[src/sv/scptrg_pkg.sv]
// package for the scope trigger detector: widths, codes and reset values
`timescale 1ns / 1ps
`default_nettype none

package scptrg_pkg;

    localparam int SAMPLE_BITS_DEF = 16;

    localparam int MODE_W     = 3;
    localparam int LEVEL_W    = 15;
    localparam int CFG_DATA_W = 15;
    localparam int CFG_IDX_W  = 2;

    typedef logic [MODE_W-1:0]     mode_t;
    typedef logic [LEVEL_W-1:0]    level_t;
    typedef logic [CFG_IDX_W-1:0]  cfg_idx_t;
    typedef logic [CFG_DATA_W-1:0] cfg_data_t;

    localparam cfg_idx_t CFG_TRIGGER_MODE = 2'd0;
    localparam cfg_idx_t CFG_THRESHOLD    = 2'd1;
    localparam cfg_idx_t CFG_HYSTERESIS   = 2'd2;

    localparam mode_t MODE_NONE    = 3'd0;
    localparam mode_t MODE_RISING  = 3'd1;
    localparam mode_t MODE_FALLING = 3'd2;
    localparam mode_t MODE_LEVEL   = 3'd3;
    localparam mode_t MODE_MANUAL  = 3'd4;

    localparam logic OP_SAMPLE = 1'b0;
    localparam logic OP_MANUAL = 1'b1;

    localparam level_t THRESHOLD_RESET  = 15'd3277;
    localparam level_t HYSTERESIS_RESET = 15'd0;

endpackage

`default_nettype wire

[src/sv/scptrg_if.sv]
// stream interfaces for sample transactions and block result transactions
`timescale 1ns / 1ps
`default_nettype none

interface scptrg_sample_if #(
    parameter int SAMPLE_BITS = 16
);
    logic                          valid;
    logic                          ready;
    logic                          operation;
    logic signed [SAMPLE_BITS-1:0] sample;
    logic                          last_in_block;

    modport source (output valid, output operation, output sample, output last_in_block,
                    input ready);
    modport sink   (input valid, input operation, input sample, input last_in_block,
                    output ready);
endinterface

interface scptrg_result_if;
    logic valid;
    logic ready;
    logic block_triggered;

    modport source (output valid, output block_triggered, input ready);
    modport sink   (input valid, input block_triggered, output ready);
endinterface

`default_nettype wire

[src/sv/scope_trigger_detector_top.sv]
// scope trigger detector: edge, level and manual trigger over sample blocks
//
//   channel    | direction | payload                               | handshake
//   sample_ch  | in        | operation, sample, last_in_block      | valid/ready
//   result_ch  | out       | block_triggered                       | valid/ready
//   cfg        | in        | cfg_index, cfg_data                   | cfg_we
//
// one transaction per cycle sustained while results are taken; the input register, then the result register
// the loop on the trigger state closes at the compute register
// a stalled result holds the compute stage; an empty input register still takes one more
// reset clears registers to mode none, threshold 3277, hysteresis 0
`timescale 1ns / 1ps
`default_nettype none

module scope_trigger_detector_top
    import scptrg_pkg::*;
#(
    parameter int SAMPLE_BITS = SAMPLE_BITS_DEF
) (
    input  wire logic             clk,
    input  wire logic             rst_n,
    input  wire logic             cfg_we,
    input  wire cfg_idx_t         cfg_index,
    input  wire cfg_data_t        cfg_data,
    scptrg_sample_if.sink         sample_ch,
    scptrg_result_if.source       result_ch
);

    localparam int CMP_W = ((SAMPLE_BITS > LEVEL_W) ? SAMPLE_BITS : LEVEL_W) + 3;

    mode_t  trigger_mode_reg;
    level_t threshold_reg;
    level_t hysteresis_reg;

    logic                          s1_valid_reg;
    logic                          s1_op_reg;
    logic signed [SAMPLE_BITS-1:0] s1_sample_reg;
    logic                          s1_last_reg;

    logic signed [SAMPLE_BITS-1:0] previous_sample_reg, previous_sample_next;
    logic                          level_latched_reg, level_latched_next;
    logic                          manual_pending_reg, manual_pending_next;
    logic                          block_fired_reg, block_fired_next;

    logic out_valid_reg;
    logic out_flag_reg, out_flag_next;
    logic produce;

    logic s1_fire;
    logic in_fire;

    logic signed [CMP_W-1:0] s_ext, prev_ext, thr_ext, hys_ext, lo_bound, hi_bound, mag;
    logic hit, above, examine;

    assign s1_fire = s1_valid_reg && (!out_valid_reg || result_ch.ready);
    assign sample_ch.ready = !s1_valid_reg || s1_fire;
    assign in_fire = sample_ch.valid && sample_ch.ready;

    assign result_ch.valid = out_valid_reg;
    assign result_ch.block_triggered = out_flag_reg;

    // configuration registers
    always_ff @(posedge clk or negedge rst_n)
    begin
        if (!rst_n)
        begin
            trigger_mode_reg <= MODE_NONE;
            threshold_reg    <= THRESHOLD_RESET;
            hysteresis_reg   <= HYSTERESIS_RESET;
        end
        else if (cfg_we)
        begin
            unique case (cfg_index)
                CFG_TRIGGER_MODE: trigger_mode_reg <= cfg_data[MODE_W-1:0];
                CFG_THRESHOLD:    threshold_reg    <= cfg_data[LEVEL_W-1:0];
                CFG_HYSTERESIS:   hysteresis_reg   <= cfg_data[LEVEL_W-1:0];
                default:          ;
            endcase
        end
    end

    // input register
    always_ff @(posedge clk or negedge rst_n)
    begin
        if (!rst_n)
        begin
            s1_valid_reg <= 1'b0;
        end
        else if (sample_ch.ready)
        begin
            s1_valid_reg <= sample_ch.valid;
        end
    end

    always_ff @(posedge clk)
    begin
        if (in_fire)
        begin
            s1_op_reg     <= sample_ch.operation;
            s1_sample_reg <= sample_ch.sample;
            s1_last_reg   <= sample_ch.last_in_block;
        end
    end

    // trigger evaluation
    always_comb
    begin
        s_ext    = {{(CMP_W-SAMPLE_BITS){s1_sample_reg[SAMPLE_BITS-1]}}, s1_sample_reg};
        prev_ext = {{(CMP_W-SAMPLE_BITS){previous_sample_reg[SAMPLE_BITS-1]}},
                    previous_sample_reg};
        thr_ext  = {{(CMP_W-LEVEL_W){1'b0}}, threshold_reg};
        hys_ext  = {{(CMP_W-LEVEL_W){1'b0}}, hysteresis_reg};
        lo_bound = thr_ext - hys_ext;
        hi_bound = thr_ext + hys_ext;
        mag      = s_ext[CMP_W-1] ? -s_ext : s_ext;
        above    = mag > thr_ext;

        previous_sample_next = previous_sample_reg;
        level_latched_next   = level_latched_reg;
        manual_pending_next  = manual_pending_reg;
        block_fired_next     = block_fired_reg;
        out_flag_next        = 1'b0;
        produce              = 1'b0;
        hit                  = 1'b0;
        examine              = 1'b0;

        if (s1_op_reg == OP_MANUAL)
        begin
            manual_pending_next = 1'b1;
        end
        else
        begin
            examine = (trigger_mode_reg != MODE_NONE) && (trigger_mode_reg != MODE_MANUAL)
                      && !block_fired_reg;
            if (examine)
            begin
                previous_sample_next = s1_sample_reg;
                if (trigger_mode_reg == MODE_RISING)
                begin
                    hit = (prev_ext < lo_bound) && (s_ext >= thr_ext);
                end
                else if (trigger_mode_reg == MODE_FALLING)
                begin
                    hit = (prev_ext > hi_bound) && (s_ext <= thr_ext);
                end
                else if (trigger_mode_reg == MODE_LEVEL)
                begin
                    if (!level_latched_reg && above)
                    begin
                        level_latched_next = 1'b1;
                        hit                = 1'b1;
                    end
                    else if (!above && (mag < lo_bound))
                    begin
                        level_latched_next = 1'b0;
                    end
                end
            end

            if (s1_last_reg)
            begin
                produce          = 1'b1;
                block_fired_next = 1'b0;
                if (trigger_mode_reg == MODE_NONE)
                begin
                    out_flag_next = 1'b1;
                end
                else if (trigger_mode_reg == MODE_MANUAL)
                begin
                    out_flag_next       = manual_pending_reg;
                    manual_pending_next = 1'b0;
                end
                else
                begin
                    out_flag_next = block_fired_reg || hit;
                end
            end
            else
            begin
                block_fired_next = block_fired_reg || hit;
            end
        end
    end

    // trigger state and result register
    always_ff @(posedge clk or negedge rst_n)
    begin
        if (!rst_n)
        begin
            previous_sample_reg <= '0;
            level_latched_reg   <= 1'b0;
            manual_pending_reg  <= 1'b0;
            block_fired_reg     <= 1'b0;
            out_valid_reg       <= 1'b0;
        end
        else if (s1_fire)
        begin
            previous_sample_reg <= previous_sample_next;
            level_latched_reg   <= level_latched_next;
            manual_pending_reg  <= manual_pending_next;
            block_fired_reg     <= block_fired_next;
            out_valid_reg       <= produce;
        end
        else if (result_ch.ready)
        begin
            out_valid_reg <= 1'b0;
        end
    end

    always_ff @(posedge clk)
    begin
        if (s1_fire && produce)
        begin
            out_flag_reg <= out_flag_next;
        end
    end

endmodule

`default_nettype wire

[src/flat_wrapper.sv]
// flat-port wrapper written by rule: the top's interface ports become plain ports
module scope_trigger_detector_top_flat import scptrg_pkg::*;
#(
    parameter int SAMPLE_BITS = SAMPLE_BITS_DEF
)
  (clk, rst_n, cfg_we, cfg_index, cfg_data, sample_ch_valid, sample_ch_operation, sample_ch_sample, sample_ch_last_in_block, sample_ch_ready, result_ch_valid, result_ch_block_triggered, result_ch_ready);
  scptrg_sample_if #(.SAMPLE_BITS(SAMPLE_BITS)) sample_ch_i ();
  scptrg_result_if result_ch_i ();
  input  wire logic clk;
  input  wire logic rst_n;
  input  wire logic cfg_we;
  input  wire cfg_idx_t cfg_index;
  input  wire cfg_data_t cfg_data;
  input wire logic [$bits(sample_ch_i.valid)-1:0] sample_ch_valid;
  input wire logic [$bits(sample_ch_i.operation)-1:0] sample_ch_operation;
  input wire logic [$bits(sample_ch_i.sample)-1:0] sample_ch_sample;
  input wire logic [$bits(sample_ch_i.last_in_block)-1:0] sample_ch_last_in_block;
  output wire logic [$bits(sample_ch_i.ready)-1:0] sample_ch_ready;
  output wire logic [$bits(result_ch_i.valid)-1:0] result_ch_valid;
  output wire logic [$bits(result_ch_i.block_triggered)-1:0] result_ch_block_triggered;
  input wire logic [$bits(result_ch_i.ready)-1:0] result_ch_ready;
  assign sample_ch_i.valid = sample_ch_valid;
  assign sample_ch_i.operation = sample_ch_operation;
  assign sample_ch_i.sample = sample_ch_sample;
  assign sample_ch_i.last_in_block = sample_ch_last_in_block;
  assign sample_ch_ready = sample_ch_i.ready;
  assign result_ch_valid = result_ch_i.valid;
  assign result_ch_block_triggered = result_ch_i.block_triggered;
  assign result_ch_i.ready = result_ch_ready;
  scope_trigger_detector_top #(.SAMPLE_BITS(SAMPLE_BITS)) u_core (.clk(clk), .rst_n(rst_n), .cfg_we(cfg_we), .cfg_index(cfg_index), .cfg_data(cfg_data), .sample_ch(sample_ch_i), .result_ch(result_ch_i));
endmodule
[config.mk]
export PLATFORM = sky130hd
export DESIGN_NAME = scope_trigger_detector_top_flat
export DESIGN_NICKNAME = d
export VERILOG_FILES = /design/src/sv/scptrg_pkg.sv /design/src/sv/scptrg_if.sv /design/src/sv/scope_trigger_detector_top.sv /design/src/flat_wrapper.sv
export SDC_FILE = /design/constraint.sdc
export NUM_CORES = 1
export LEC_CHECK = 0
export BUFFER_PORTS_ARGS = -buffer_cell sky130_fd_sc_hd__buf_2
export CELL_PAD_IN_SITES_DETAIL_PLACEMENT = 1
export CELL_PAD_IN_SITES_GLOBAL_PLACEMENT = 1
export CORE_ASPECT_RATIO = 0.8
export CORE_UTILIZATION = 40
export DETAILED_ROUTE_END_ITERATION = 12
export GPL_ROUTABILITY_DRIVEN = 0
export MAX_ROUTING_LAYER = met4
export PLACE_DENSITY_LB_ADDON = 0.05
export SYNTH_ARGS = -nofsm -noshare
export SYNTH_HDL_FRONTEND = slang
export SYNTH_SLANG_ARGS = --single-unit
[constraint.sdc]
create_clock -name clk -period 5.27 [get_ports clk]
set_clock_uncertainty 0.2 [all_clocks]
set_input_delay 0.7905 -clock clk [delete_from_list [all_inputs] [get_ports clk]]
set_output_delay 0.7905 -clock clk [all_outputs]
set_load 0.01 [all_outputs]
==> results_dict.tcl <==
set metrics [dict create \
    gr-total-overflow 0 \
    post_dp_cell_area_sq_um 6550 \
    drt_iter0_markers 154 \
    cts_tree "built" \
    cp_max_fo 4 \
    cp_data_arrival_time_ns 4.75 \
    synth-seq-cells 73 \
    grt_max_degree 55 \
    r2r_cells 16 \
    synth_edf_count 19 \
    die_width_microns 141 \
    grt_pass1_vias 5092 \
    critical_path_class "flip-flop to flip-flop" \
    fin_util 0.456 \
    yosysMostFrequentCell "ha_1" \
    clkLatencyLatePin_ns 0.36 \
    ys_top_cells_by_area "ha_1 22%, dfrtp_1 19%, edfxtp_1 9.3%, mux2_2 8.6%, xnor2_1 3.6%" \
    period_share 0.900 \
    clock-sinks 73 \
    root_buffer "clkbuf_16" \
    crit_slowest_cell "a2111oi_0" \
    clk_path_buf_depth 2 \
    startpoint_type "flip-flop" \
    hold_buffers 0 \
    synthArstFlopShare 0.740 \
    p_leak_nw 3.12 \
    cts_resized 0 \
    fmax_ghz 0.211 \
    synth_top_cell_area_share 0.224 \
    ys.flop_type "dfrtp_1" \
    dp_hpwl_microns 13800 \
    drive_gt1_frac 0.184 \
    rsz0062_at_grt "no" \
    tightest_slew_ns 0.949 \
    ant_nets 0 \
    areaGrowthSynthToFinish_pct 11.4 \
    crit_path_end_kind "flip-flop" \
    numCtsBuffers 9 \
    timing.hold.ws_ns 0.302 \
    powerDensity_nw_per_um2 485 \
    nets 809 \
    drv_slew 0 \
    avgSynthCellArea_sq_um 10.0 \
    slew_headroom 0.365 \
    grt_use_total 0.235 \
    yosysTopAreaCell "ha_1" \
    insertedDiodeCount 0 \
    cp.required_ns 5.28 \
    max_cap_violations 0 \
    wire_per_inst_microns 19.9 \
    dr_total_vias 4746 \
    whs_path_depth 2 \
    die-area_sq_um 15800 \
    placementRows 40 \
    fillCellCount 1708 \
    hold_violations 0 \
    ir_drop_mv 0.203 \
    viasPerCell 5.58 \
    wirelength_microns 16900 \
    grt_pass1_wl_microns 27100 \
    antenna_found_initial 0 \
    synth_common_cells "110 x ha_1, 48 x inv_1, 47 x dfrtp_1, 47 x mux2_2, 32 x nor2_1" \
    core_area_sq_um 15000 \
    yosysSeqAreaShare 0.315 \
    pin_count 43 \
    post-cts-setup-buffers 0 \
    crit_cells 16 \
    synth_warnings 0 \
    syn_area_sq_um 6140 \
    crit_family "compound AO/OA/AOI/OAI gates" \
    timing.setup.tns_ns 0 \
    htree_levels 3 \
    synth.distinct_cells 60 \
    drc_errors 0 \
    path_cells "inv_1 > ha_1 > nor2b_1 > o2111ai_1 > a41oi_1 > o31ai_1 > a21oi_1 > o21ai_0 > o2bb2ai_1 > ha_1 > a21o_1 > a211oi_1 > mux2i_1 > a2111oi_0 > a22oi_1 > a21oi_1" \
    critical_path.max_stage_delay_ns 0.46 \
    die_h_microns 113 \
    dr.pass1.iters 4 \
    fin_area_sq_um 6840 \
    port_buffers 42 \
    status "finished clean" \
    start_util 0.409 \
    clk_pin_slew_ns 0.06 \
    finalCriticalPeriod_ns 4.74 \
    hp-class "flip-flop to flip-flop" \
    synthCells 614 \
    crit_buf_inv 1 \
    setup_violations 0 \
]
-- path summary, 6_finish.rpt --
path,slack (ns),start,endpoint
min in group asynchronous,0.39,rst_n,u_core.previous_sample_reg[2]
hold / removal,0.30,u_core.manual_pending_reg,u_core.manual_pending_reg
hold reg to reg,0.30,u_core.manual_pending_reg,u_core.manual_pending_reg
setup / recovery,0.53,u_core.hysteresis_reg[1],u_core.result_ch.block_triggered
setup reg to reg,0.53,u_core.hysteresis_reg[1],u_core.result_ch.block_triggered
max in group asynchronous,3.97,rst_n,u_core.hysteresis_reg[12]
-- routing by layer --
layer  wire (microns)  vias to the layer above  track usage
li1                 -                     2337            -
met1             8910                     2326        0.323
met2             7240                       64        0.347
met3              464                       19       0.0415
met4              323                        0       0.0848
met5                0                        -            -
-- layout by cell type (no fill, tap or decap), types with 5 or more instances in the layout --
cell type,netlist,final
a211oi_1,8,8
a21o_1,16,16
a21oi_1,28,28
buf_2,2,42
clkbuf_16,0,9
dfrtp_1,47,47
dfstp_2,7,7
edfxtp_1,19,19
ha_1,110,110
inv_1,48,48
mux2_2,47,47
nand2_1,28,28
nand2b_1,15,15
nand3_1,14,14
nand3b_1,5,5
nand4_1,8,8
nor2_1,32,32
nor2b_1,8,8
nor3_1,13,13
o2111ai_1,5,5
o211ai_1,10,10
o21a_1,5,5
o21ai_0,28,28
o31ai_1,7,7
xnor2_1,25,25
xor2_1,11,11
-- area by class of cell --
class / instances / area, sq um / area share
Clock buffer: 10 / 229 / 0.0335
Multi-Input combinational cell: 482 / 3990 / 0.583
Inverter: 48 / 180 / 0.0263
Timing Repair Buffer: 43 / 218 / 0.0318
Tap cell: 189 / 236 / 0.0346
Sequential cell: 73 / 1930 / 0.282
Clock inverter: 6 / 60.1 / 0.00878
-- report_power, final --
group	internal [mW]	leakage [nW]	switching (mW)
logic	0.799	2.17	1.00
clock network	0.364	0.138	0.254
registers	0.721	0.813	0.176
-- worst reg2reg max path, cell delays in order (launching register included) --
cell and delay (ns):
dfrtp_1 0.41, inv_1 0.10, ha_1 0.31, nor2b_1 0.15
o2111ai_1 0.30, a41oi_1 0.21, o31ai_1 0.43, a21oi_1 0.16
o21ai_0 0.33, o2bb2ai_1 0.24, ha_1 0.31, a21o_1 0.18
a211oi_1 0.26, mux2i_1 0.15, a2111oi_0 0.46, a22oi_1 0.20
a21oi_1 0.18
-- kinds of logic after synthesis --
kind of cell | count (synthesis) | share of synthesized area
AOI/OAI and AO/OA | 136 | 0.150
xor gates and xnor gates | 36 | 0.0514
adders and majority gates | 112 | 0.231
buffers and inverters | 61 | 0.0383
DFF | 73 | 0.315
muxes | 48 | 0.0879
other | 1 | 0.000611
and+or+nand+nor | 147 | 0.126
-- stage by stage --
step | instances | power [mW] | setup WS [ns]
final | 851 | 3.32 | 0.528
after global routing | 851 | 3.61 | 0.167
after CTS | 851 | 3.34 | 0.508
after detailed placement | 835 | 2.70 | 0.536
after global placement | 835 | 2.60 | 0.724
after floorplan | 616 | 2.15 | 1.24
(Power assumes the default switching activity.)
